### src/rtl/core/i2c_srb_pkg.sv
// Shared types, constants and codes for the I2C slave register bank.
// No dependencies; used by every module of the block.
`timescale 1ns / 1ps

package i2c_srb_pkg;

  localparam int MEM_DEPTH = 256;
  localparam int PTR_W     = $clog2(MEM_DEPTH);
  localparam int CFG_W     = 9;

  typedef logic [CFG_W-1:0] cfg_word_t;
  typedef logic [PTR_W-1:0] ptr_t;

  localparam cfg_word_t DEPTH_CFG = cfg_word_t'(MEM_DEPTH);
  localparam cfg_word_t SIZE_RST  = cfg_word_t'(256);

  typedef enum logic [2:0] {
    ACT_ADDR_WRITE  = 3'd0,
    ACT_DATA_RX     = 3'd1,
    ACT_ADDR_READ   = 3'd2,
    ACT_TX_ACK      = 3'd3,
    ACT_XFER_END    = 3'd4,
    ACT_LOCAL_WRITE = 3'd5,
    ACT_LOCAL_READ  = 3'd6,
    ACT_SET_LPTR    = 3'd7
  } action_t;

  typedef enum logic [1:0] {
    PH_IDLE = 2'd0,
    PH_ADDR = 2'd1,
    PH_DATA = 2'd2
  } phase_t;

  typedef enum logic [1:0] {
    ST_IDLE = 2'd0,
    ST_EXEC = 2'd1,
    ST_RESP = 2'd2
  } ctl_state_t;

  typedef struct packed {
    action_t    action;
    logic [7:0] data_in;
  } in_item_t;

  typedef struct packed {
    logic [7:0] data_out;
    logic       busy_res;
    logic       transfer_done;
    logic       rejected;
  } out_item_t;

  typedef struct packed {
    logic capture;
    logic exec;
    logic respond;
  } ctl_cmd_t;

endpackage

### src/rtl/core/i2c_srb_ctrl.sv
// Sequencer for the register bank: capture, execute, respond.
// Depends on i2c_srb_pkg; drives the datapath through ctl_cmd_t.
`timescale 1ns / 1ps

module i2c_srb_ctrl (
  input  logic                   clk,
  input  logic                   rst_n,
  input  logic                   start,
  output logic                   busy,
  output i2c_srb_pkg::ctl_cmd_t  cmd
);

  i2c_srb_pkg::ctl_state_t state_r, state_nxt;

  always_ff @(posedge clk) begin
    if (!rst_n) begin
      state_r <= i2c_srb_pkg::ST_IDLE;
    end else begin
      state_r <= state_nxt;
    end
  end

  always_comb begin
    state_nxt = state_r;
    case (state_r)
      i2c_srb_pkg::ST_IDLE: begin
        if (start) begin
          state_nxt = i2c_srb_pkg::ST_EXEC;
        end
      end
      i2c_srb_pkg::ST_EXEC: state_nxt = i2c_srb_pkg::ST_RESP;
      i2c_srb_pkg::ST_RESP: state_nxt = i2c_srb_pkg::ST_IDLE;
      default:              state_nxt = i2c_srb_pkg::ST_IDLE;
    endcase
  end

  always_comb begin
    cmd  = '0;
    busy = 1'b1;
    case (state_r)
      i2c_srb_pkg::ST_IDLE: begin
        busy        = 1'b0;
        cmd.capture = start;
      end
      i2c_srb_pkg::ST_EXEC: cmd.exec    = 1'b1;
      i2c_srb_pkg::ST_RESP: cmd.respond = 1'b1;
      default:              busy        = 1'b1;
    endcase
  end

endmodule

### src/rtl/core/i2c_srb_dp.sv
// Datapath of the register bank: byte store, pointers, bus phase, size register.
// Depends on i2c_srb_pkg; sequenced by i2c_srb_ctrl through ctl_cmd_t.
`timescale 1ns / 1ps

module i2c_srb_dp (
  input  logic                              clk,
  input  logic                              rst_n,
  input  i2c_srb_pkg::ctl_cmd_t             cmd,
  input  i2c_srb_pkg::in_item_t             in_data,
  input  logic                              cfg_we,
  input  logic [i2c_srb_pkg::CFG_W-1:0]     cfg_data,
  output i2c_srb_pkg::out_item_t            out_data
);

  // byte store and its written flags (unwritten entries read as zero)
  logic [7:0]                          mem [i2c_srb_pkg::MEM_DEPTH];
  logic [i2c_srb_pkg::MEM_DEPTH-1:0]   wr_vld_r;

  i2c_srb_pkg::in_item_t   item_r;
  i2c_srb_pkg::cfg_word_t  size_r;
  i2c_srb_pkg::phase_t     phase_r, phase_nxt;
  i2c_srb_pkg::ptr_t       rptr_r, rptr_nxt;
  i2c_srb_pkg::ptr_t       lptr_r, lptr_nxt;

  logic [7:0] rdata_r;
  logic       rvld_r;
  logic       rd_sel_r, rd_sel_nxt;
  logic       busy_r, done_r, rej_r;
  logic       done_nxt, rej_nxt;

  i2c_srb_pkg::cfg_word_t  eff;
  i2c_srb_pkg::cfg_word_t  d_ext;
  i2c_srb_pkg::ptr_t       acc_addr;
  i2c_srb_pkg::ptr_t       rptr_adv, lptr_adv;
  logic                    mem_we;
  logic                    d_fits;

  function automatic i2c_srb_pkg::ptr_t advance(input i2c_srb_pkg::ptr_t p,
                                                input i2c_srb_pkg::cfg_word_t sz);
    i2c_srb_pkg::cfg_word_t n;
    n = i2c_srb_pkg::cfg_word_t'(p) + i2c_srb_pkg::cfg_word_t'(1);
    return (n >= sz) ? '0 : n[i2c_srb_pkg::PTR_W-1:0];
  endfunction

  // saturate to the store depth, treat zero as one
  always_comb begin
    if (size_r > i2c_srb_pkg::DEPTH_CFG) begin
      eff = i2c_srb_pkg::DEPTH_CFG;
    end else if (size_r == '0) begin
      eff = i2c_srb_pkg::cfg_word_t'(1);
    end else begin
      eff = size_r;
    end
  end

  assign d_ext    = i2c_srb_pkg::cfg_word_t'(item_r.data_in);
  assign d_fits   = d_ext < eff;
  assign rptr_adv = advance(rptr_r, eff);
  assign lptr_adv = advance(lptr_r, eff);

  always_comb begin
    phase_nxt  = phase_r;
    rptr_nxt   = rptr_r;
    lptr_nxt   = lptr_r;
    acc_addr   = rptr_r;
    mem_we     = 1'b0;
    rd_sel_nxt = 1'b0;
    done_nxt   = 1'b0;
    rej_nxt    = 1'b0;
    case (item_r.action)
      i2c_srb_pkg::ACT_ADDR_WRITE: phase_nxt = i2c_srb_pkg::PH_ADDR;
      i2c_srb_pkg::ACT_DATA_RX: begin
        if (phase_r == i2c_srb_pkg::PH_ADDR) begin
          // replace an out-of-range pointer byte by zero
          rptr_nxt  = d_fits ? item_r.data_in[i2c_srb_pkg::PTR_W-1:0] : '0;
          phase_nxt = i2c_srb_pkg::PH_DATA;
        end else begin
          mem_we   = 1'b1;
          rptr_nxt = rptr_adv;
        end
      end
      i2c_srb_pkg::ACT_ADDR_READ: begin
        phase_nxt  = i2c_srb_pkg::PH_DATA;
        rd_sel_nxt = 1'b1;
        rptr_nxt   = rptr_adv;
      end
      i2c_srb_pkg::ACT_TX_ACK: begin
        rd_sel_nxt = 1'b1;
        rptr_nxt   = rptr_adv;
      end
      i2c_srb_pkg::ACT_XFER_END: begin
        phase_nxt = i2c_srb_pkg::PH_IDLE;
        done_nxt  = 1'b1;
      end
      i2c_srb_pkg::ACT_LOCAL_WRITE: begin
        acc_addr = lptr_r;
        mem_we   = 1'b1;
        lptr_nxt = lptr_adv;
      end
      i2c_srb_pkg::ACT_LOCAL_READ: begin
        acc_addr   = lptr_r;
        rd_sel_nxt = 1'b1;
        lptr_nxt   = lptr_adv;
      end
      i2c_srb_pkg::ACT_SET_LPTR: begin
        if (d_fits) begin
          lptr_nxt = item_r.data_in[i2c_srb_pkg::PTR_W-1:0];
        end else begin
          rej_nxt = 1'b1;
        end
      end
      default: phase_nxt = phase_r;
    endcase
  end

  always_ff @(posedge clk) begin
    if (cmd.capture) begin
      item_r <= in_data;
    end
  end

  always_ff @(posedge clk) begin
    if (!rst_n) begin
      size_r   <= i2c_srb_pkg::SIZE_RST;
      phase_r  <= i2c_srb_pkg::PH_IDLE;
      rptr_r   <= '0;
      lptr_r   <= '0;
      wr_vld_r <= '0;
    end else begin
      if (cfg_we) begin
        size_r <= cfg_data;
      end
      if (cmd.exec) begin
        phase_r <= phase_nxt;
        rptr_r  <= rptr_nxt;
        lptr_r  <= lptr_nxt;
        if (mem_we) begin
          wr_vld_r[acc_addr] <= 1'b1;
        end
      end
    end
  end

  // store port: one write or one registered read per executed item
  always_ff @(posedge clk) begin
    if (cmd.exec && mem_we) begin
      mem[acc_addr] <= item_r.data_in;
    end
  end

  always_ff @(posedge clk) begin
    if (cmd.exec) begin
      rdata_r  <= mem[acc_addr];
      rvld_r   <= wr_vld_r[acc_addr];
      rd_sel_r <= rd_sel_nxt;
      busy_r   <= (phase_nxt != i2c_srb_pkg::PH_IDLE);
      done_r   <= done_nxt;
      rej_r    <= rej_nxt;
    end
  end

  always_comb begin
    out_data               = '0;
    out_data.data_out      = (cmd.respond && rd_sel_r && rvld_r) ? rdata_r : 8'h00;
    out_data.busy_res      = cmd.respond && busy_r;
    out_data.transfer_done = cmd.respond && done_r;
    out_data.rejected      = cmd.respond && rej_r;
  end

endmodule

### src/rtl/core/i2c_slave_register_bank.sv
// Top level of the I2C slave register bank: sequencer plus datapath.
// Depends on i2c_srb_pkg, i2c_srb_ctrl and i2c_srb_dp.
//
//   channel  | handshake                 | payload
//   ---------+---------------------------+--------------------------
//   input    | start high, busy low      | in_data  (in_item_t)
//   result   | out_valid strobe, 1 cycle | out_data (out_item_t)
//   config   | cfg_valid and cfg_ready   | cfg_data (mem_size, 9 bits)
//
// Each transaction runs through three steps: accept, execute (one store access), respond.
// The result is shown in the respond step, after the execute step; busy stays high until it is shown.
// The store has a single port, so an item reads or writes exactly one byte.
// Reset is synchronous, active low; the store reads as zero until written.
// The receiver cannot stall; cfg_ready is high whenever the block is idle.
`timescale 1ns / 1ps

module i2c_slave_register_bank (
  input  logic                           clk,
  input  logic                           rst_n,
  input  logic                           start,
  output logic                           busy,
  input  i2c_srb_pkg::in_item_t          in_data,
  output logic                           out_valid,
  output i2c_srb_pkg::out_item_t         out_data,
  input  logic                           cfg_valid,
  output logic                           cfg_ready,
  input  logic [i2c_srb_pkg::CFG_W-1:0]  cfg_data
);

  i2c_srb_pkg::ctl_cmd_t cmd;

  i2c_srb_ctrl u_ctrl (
    .clk   (clk),
    .rst_n (rst_n),
    .start (start),
    .busy  (busy),
    .cmd   (cmd)
  );

  i2c_srb_dp u_dp (
    .clk      (clk),
    .rst_n    (rst_n),
    .cmd      (cmd),
    .in_data  (in_data),
    .cfg_we   (cfg_valid && cfg_ready),
    .cfg_data (cfg_data),
    .out_data (out_data)
  );

  assign cfg_ready = !busy;
  assign out_valid = cmd.respond;

endmodule

### config.mk
export PLATFORM = sky130hd
export DESIGN_NAME = i2c_slave_register_bank
export DESIGN_NICKNAME = d
export VERILOG_FILES = /design/src/rtl/core/i2c_srb_pkg.sv /design/src/rtl/core/i2c_srb_ctrl.sv /design/src/rtl/core/i2c_srb_dp.sv /design/src/rtl/core/i2c_slave_register_bank.sv
export SDC_FILE = /design/constraint.sdc
export NUM_CORES = 2
export LEC_CHECK = 0
export BUFFER_PORTS_ARGS = -buffer_cell sky130_fd_sc_hd__buf_2
export CAP_MARGIN = 0
export CORE_UTILIZATION = 29
export CTS_CLUSTER_SIZE = 14
export DETAILED_ROUTE_END_ITERATION = 7
export HOLD_SLACK_MARGIN = 0.05
export PLACE_DENSITY = 0.48
export SYNTH_ARGS = -nofsm -noshare
export SYNTH_HDL_FRONTEND = slang
export SYNTH_SLANG_ARGS = --single-unit
### constraint.sdc
create_clock -name clk -period 5.7 [get_ports clk]
set_input_delay 0.57 -clock clk [delete_from_list [all_inputs] [get_ports clk]]
set_output_delay 0.57 -clock clk [all_outputs]
set_load 0.05 [all_outputs]
# == Yosys cells after proc, flatten, opt, wreduce, memory -nomap -nowiden ==
# Memory sizes are Yosys's and may differ from the RTL's. A register that Yosys moved wholly into a read port is not among the register bits.
# Cells that the tools add are included.
# op_classes
addsub,2
mul,0
div,0
magnitude_cmp,6
eq_ne,12
n_shift,0
muxes,30
n_bitwise,1
n_reduce_logical,20
# ops
cell,count
$or 256x256->256,1
$mux 8,7
$pmux 8 s2,2
$add 8x1->9 const B,2
$ge 9x9->1,2
$mux 9,2
$eq 3x3->1 const B,4
$mux 1,12
$gt 9x9->1 const B,1
$logic_not 9->1,1
$lt 8x9->1,1
$lt 8x9->1 const B,1
$bmux 1 s8,1
$demux 1 s8,1
$ge 8x1->1 const B,1
$logic_and 1x1->1,8
$pmux 2 s4,1
$eq 3x2->1 const B,2
$reduce_bool 2->1,3
$eq 2x1->1 const B,2
$mux 2,2
$pmux 2 s2,1
$reduce_and 2->1,2
$reduce_or 2->1,2
9 further kinds,9
# totals
regBits,301
latch_bits,0
mem_bits_rw,2048
mem_bits_ro,0
in_bits,24
out_inout_bits,14
wordCells,85
memories,1
# memory_table
memory,words,word_bits,rd,rd_ports_with_merged_regs,write_ports,line,source
u_dp.mem,256,8,1,1,1,i2c_srb_dp.sv:16,logic [7:0] mem [i2c_srb_pkg::MEM_DEPTH];

# == Depth between registers and ports, before layout ==
# logic_depth
ltp_word,8
mapped_depth,18
mapped_depth_nobuf,13

# == By module ==
# From an unflattened synthesis, not the netlist that was laid out.
# hier_totals
cells_unflattened,6645
area_unflattened_um2,94431.8
# modules_own_cells
module,n_inst,cells_each,area_each_um2,seq_area_each_um2
i2c_srb_dp,1,6634,94320.5,67885.1
i2c_srb_ctrl,1,9,101.3,40.0
i2c_slave_register_bank,1,2,10.0,0.0

# == Worst setup path before layout ==
# No wires, ideal clock.
# synth_path
path_kind,flip-flop to flip-flop
from,register u_dp.item_r (netlist bit u_dp.d_ext[6])
to,register u_dp.lptr_r[3]
setup_time_ns,0.081
arrival_time_ns,5.391
t_required_ns,5.619
setup_slack_ns,0.228
path_stages_with_launch,10
n_path_buf,1
synth_period_minus_slack_ns,5.472
cell_sequence,edfxtp_1 -> ha_1 -> a21o_1 -> a21oi_1 -> o32a_1 -> o21ai_0 -> a311oi_1 -> clkbuf_1 -> o21ai_0 -> a31oi_1
# synth_between
elab_chain_len,3
# synth_rtl
item,line,source
"start, declared",i2c_srb_dp.sv:19,i2c_srb_pkg::in_item_t item_r;
"start signal, assigned",i2c_srb_dp.sv:118,item_r <= in_data;
$lt 8x9->1,i2c_srb_dp.sv:57,assign d_fits = d_ext < eff;
$ne 2x1->1 (no source line),--,
$reduce_and 3->1 (no source line),--,
"end signal, assigned",i2c_srb_dp.sv:136,lptr_r <= lptr_nxt;
"end, declared",i2c_srb_dp.sv:23,"i2c_srb_pkg::ptr_t lptr_r, lptr_nxt;"
# No other way between the ends.
# A chain may end at the register's enable or synchronous reset.

# == Worst setup path after layout ==
# layout_path
from,register u_dp.item_r[8] in the netlist's numbering
to,"register u_dp.rdata_r[6], read port of u_dp.mem, data pin"
# layout_between
elab_chain_len,3
word_cells_on_any_way,4
cone_classes,eq/ne: 2; mux: 1; reduce/logical: 1
# layout_rtl
item,line,source
$eq 3x3->1,i2c_srb_dp.sv:70,case (item_r.action)
$reduce_or 2->1 (no source line) *,--,
$mux 8 *,i2c_srb_dp.sv:70,
"end, declared",i2c_srb_dp.sv:25,logic [7:0] rdata_r;
# Mark *: on every way between the ends. The rest lies on a longest branch, timed or not.

==> results.sh <==
export IMPL_cp_data_arrival_time_ps=6270
export IMPL_period_share_pct=96.97
export IMPL_r2r_start="u_dp.item_r[8]"
export IMPL_violations="max-capacitance violations, max-slew violations"
export IMPL_startpoint="u_dp.item_r[8]"
export IMPL_drv_cap=2
export IMPL_fin_nets=6248
export IMPL_placement_cell_area_sq_um=100700
export IMPL_hold_path_class="in2reg"
export IMPL_drt_vias_per_instance=5.509
export IMPL_cts_htree_levels=5
export IMPL_drt_iter0_markers=7896
export IMPL_ys_flop_type="edfxtp_1"
export IMPL_dr_pass1_iters=8
export IMPL_critPathRequiredTime_ps=6440
export IMPL_cp_cell_sequence="xor2_2 > buf_4 > and3_1 > nor2_4 > buf_12 > nor2_2 > buf_4 > a221oi_1 > a2111oi_0 > nand3_1 > nand4_1"
export IMPL_io_buffer_count=37
export IMPL_antenna_found_initial=22
export IMPL_ys_top_cells_by_area="edfxtp_1, mux4_2, dfxtp_1, nand2_1, nor2_1"
export IMPL_dpl_worst_slack_ps=-332.6
export IMPL_vdd_ir_drop_worst_mv=0.2113
export IMPL_setup_ws_ps=172.8
export IMPL_clock_latency_ps=900
export IMPL_grt_use_total_pct=21.10
export IMPL_wl_per_cell_um=32.80
export IMPL_max_clock_freq_ghz=0.1809
export IMPL_syn_inst=5792
export IMPL_fin_area_sq_um=109400
export IMPL_clock_skew_ps=71.87
export IMPL_synth_distinct_cells=91
export IMPL_relSlewSlack_pct=-0.7201
export IMPL_io_pin_count=38
export IMPL_yosysSeqAreaShare_pct=73.05
export IMPL_clk_pin_slew_ps=60
export IMPL_design_die_area_sq_um=322900
export IMPL_place_inst=10090
export IMPL_worst_pin_slew_ps=1499
export IMPL_worst_hold_slack_ps=118.2
export IMPL_period_minus_slack_ps=5527
export IMPL_final_max_slew_viol_count=1
export IMPL_grt_first_pass_wirelength_mm=476.2
export IMPL_synth_edf_count=2072
export IMPL_setup_viol=0
export IMPL_cp_slowest_stage_delay_ps=1240
export IMPL_avgSynthCellArea_sq_um=16.05
export IMPL_rsz0062_at_grt="no"
export IMPL_numCtsBuffers=267
export IMPL_netlist_area_sq_um=92990
export IMPL_synth_top_area_share_pct=66.91
export IMPL_vias=58430
export IMPL_cp_max_fo=41
export IMPL_hold_start="rst_n"
export IMPL_clock_root_buffer="clkbuf_16"
export IMPL_dp_hpwl_mm=228.6
export IMPL_num_rows=207
export IMPL_die_h_um=568.3
export IMPL_synth_top_cell_by_area="edfxtp_1"
export IMPL_cts_tree="built"
export IMPL_routed_wl_mm=347.9
export IMPL_grt_overflow=0
export IMPL_async_flop_share_pct=0
export IMPL_ys_ff_latch=2357
export IMPL_place_congestion=0.9622
export IMPL_multi_input_area_sq_um=23300
export IMPL_start_util_pct=29.19
export IMPL_grt_max_degree=174
export IMPL_pwr_density_cell_nw_per_um2=344.0
export IMPL_finalSetupTns_ps=0
export IMPL_final_layout_size_suffix_gt1_share_pct=19.37
export IMPL_core_sq_um=318600
export IMPL_critPathLaunchType="flip-flop"
export IMPL_final_cell_count_no_fill=10610
export IMPL_yosys_warnings=0
export IMPL_path_common_cell="buf_4"
export IMPL_cpMaxStageDelayCell="a2111oi_0"
export IMPL_finalHoldViolCount=0
export IMPL_cp_end_kind="flip-flop"
export IMPL_die_x_um=568.3
export IMPL_synthToLayoutAreaGrowth_pct=17.70
export IMPL_final_common_cell="edfxtp_1"
export IMPL_drc=0
export IMPL_cts_sinks=2357
export IMPL_crit_type="reg2reg"
export IMPL_grt_pass1_vias=56220
export IMPL_mostFrequentLayoutCells="edfxtp_1, nand2_1, nor2_1, buf_4, mux4_2"
export IMPL_outcome="finished with violations"
export IMPL_ant_nets=0
export IMPL_p_leak_nw=35.55
export IMPL_syn_nets=5838
export IMPL_fillerInstances=30340
export IMPL_seqCellArea_sq_um=67930
export IMPL_clockBufferDepth=4
-- report_power, final --
part / total (mW) / internal, mW / switching [mW]
logic: 1.88 / 0.536 / 1.35
clock network: 16.9 / 9.83 / 7.08
registers: 18.9 / 18.8 / 0.0369
total: 37.7 / 29.2 / 8.46
-- cells in the mapped netlist (24+ instances only) --
cell,instances
nand3_1,236
a311oi_1,32
a221oi_1,26
o21a_1,211
clkbuf_1,146
edfxtp_1,2072
a21oi_1,76
a22oi_1,60
and3_1,98
a32oi_1,71
nor2_1,436
o21ai_0,68
a31oi_1,71
a211oi_1,83
nand2_1,691
buf_1,24
nand4_1,76
a22o_1,24
mux2i_1,144
buf_4,54
dfxtp_1,285
mux4_2,325
buf_2,130
-- sequential cells by signal, summed over array words and instances (netlist names), 2 cells and up --
signal / cells
u_dp.mem: 2048
u_dp.wr_vld_r: 256
u_dp.size_r: 9
u_dp.d_ext: 8
u_dp.lptr_r: 8
u_dp.rdata_r: 8
u_dp.rptr_r: 8
u_dp.item_r: 3
u_ctrl.state_r: 2
u_dp.phase_r: 2
-- stage by stage --
step           total power [mW]  util (%)
2_1_floorplan             20.23         -
3_3_place_gp              21.06     31.59
3_5_place_dp              21.07     31.60
4_1_cts                   37.85     34.33
5_1_grt                   38.57     34.35
6_report                  37.65     34.36
-- repair_timing --
item                       in CTS  in global routing
setup endpoints to repair       2                  3
resized for setup               1                  2
pin swaps                       1                  1
cloned                          1                  0
buffers inserted                0                  3
hold endpoints to repair       21                  0
hold buffers                   21                  0
-- worst max-delay path: cells and delay by family (launching register included) --
family / cells / cell delay, ps
AND/OR/NAND/NOR: 5 / 2150
buffers and inverters: 3 / 820
AO/OA/AOI/OAI: 2 / 1330
flip-flops: 1 / 720
XOR/XNOR: 1 / 260
-- final cells by class --
class | count | area share, %
antenna | 15 | 0.03430
multi-input combinational | 3048 | 21.29
clock buffer | 368 | 6.687
tap | 4180 | 4.779
inverter | 14 | 0.04916
timing repair buffer | 514 | 4.039
clock inverter | 110 | 1.056
sequential | 2357 | 62.06
-- layer usage --
layer  GRT usage [%]  up-vias  wire [um]
li1                -    23690          -
met1           29.21    30830     144400
met2           31.76     3258     153800
met3           4.458      641      32610
met4           9.432       12      16990
met5               0        -         91
-- worst paths after layout --
check	slack, ps	depth (start not counted)	endpoint
worst max-delay path	170	11	u_dp.rdata_r[6]
worst max register to register	170	11	u_dp.rdata_r[6]
worst min register to register	460	1	u_dp.wr_vld_r[74]
worst min-delay path	120	2	u_dp.size_r[8]
-- kinds of logic after synthesis --
kind of cell | share of synthesized area, %
and+or+nand+nor | 7.795
buffers and inverters | 2.118
muxes | 9.482
AOI/OAI and AO/OA | 7.084
adders and majority gates | 0.3068
DFF | 73.05
xor gates and xnor gates | 0.1669
(Power assumes the default switching activity.)
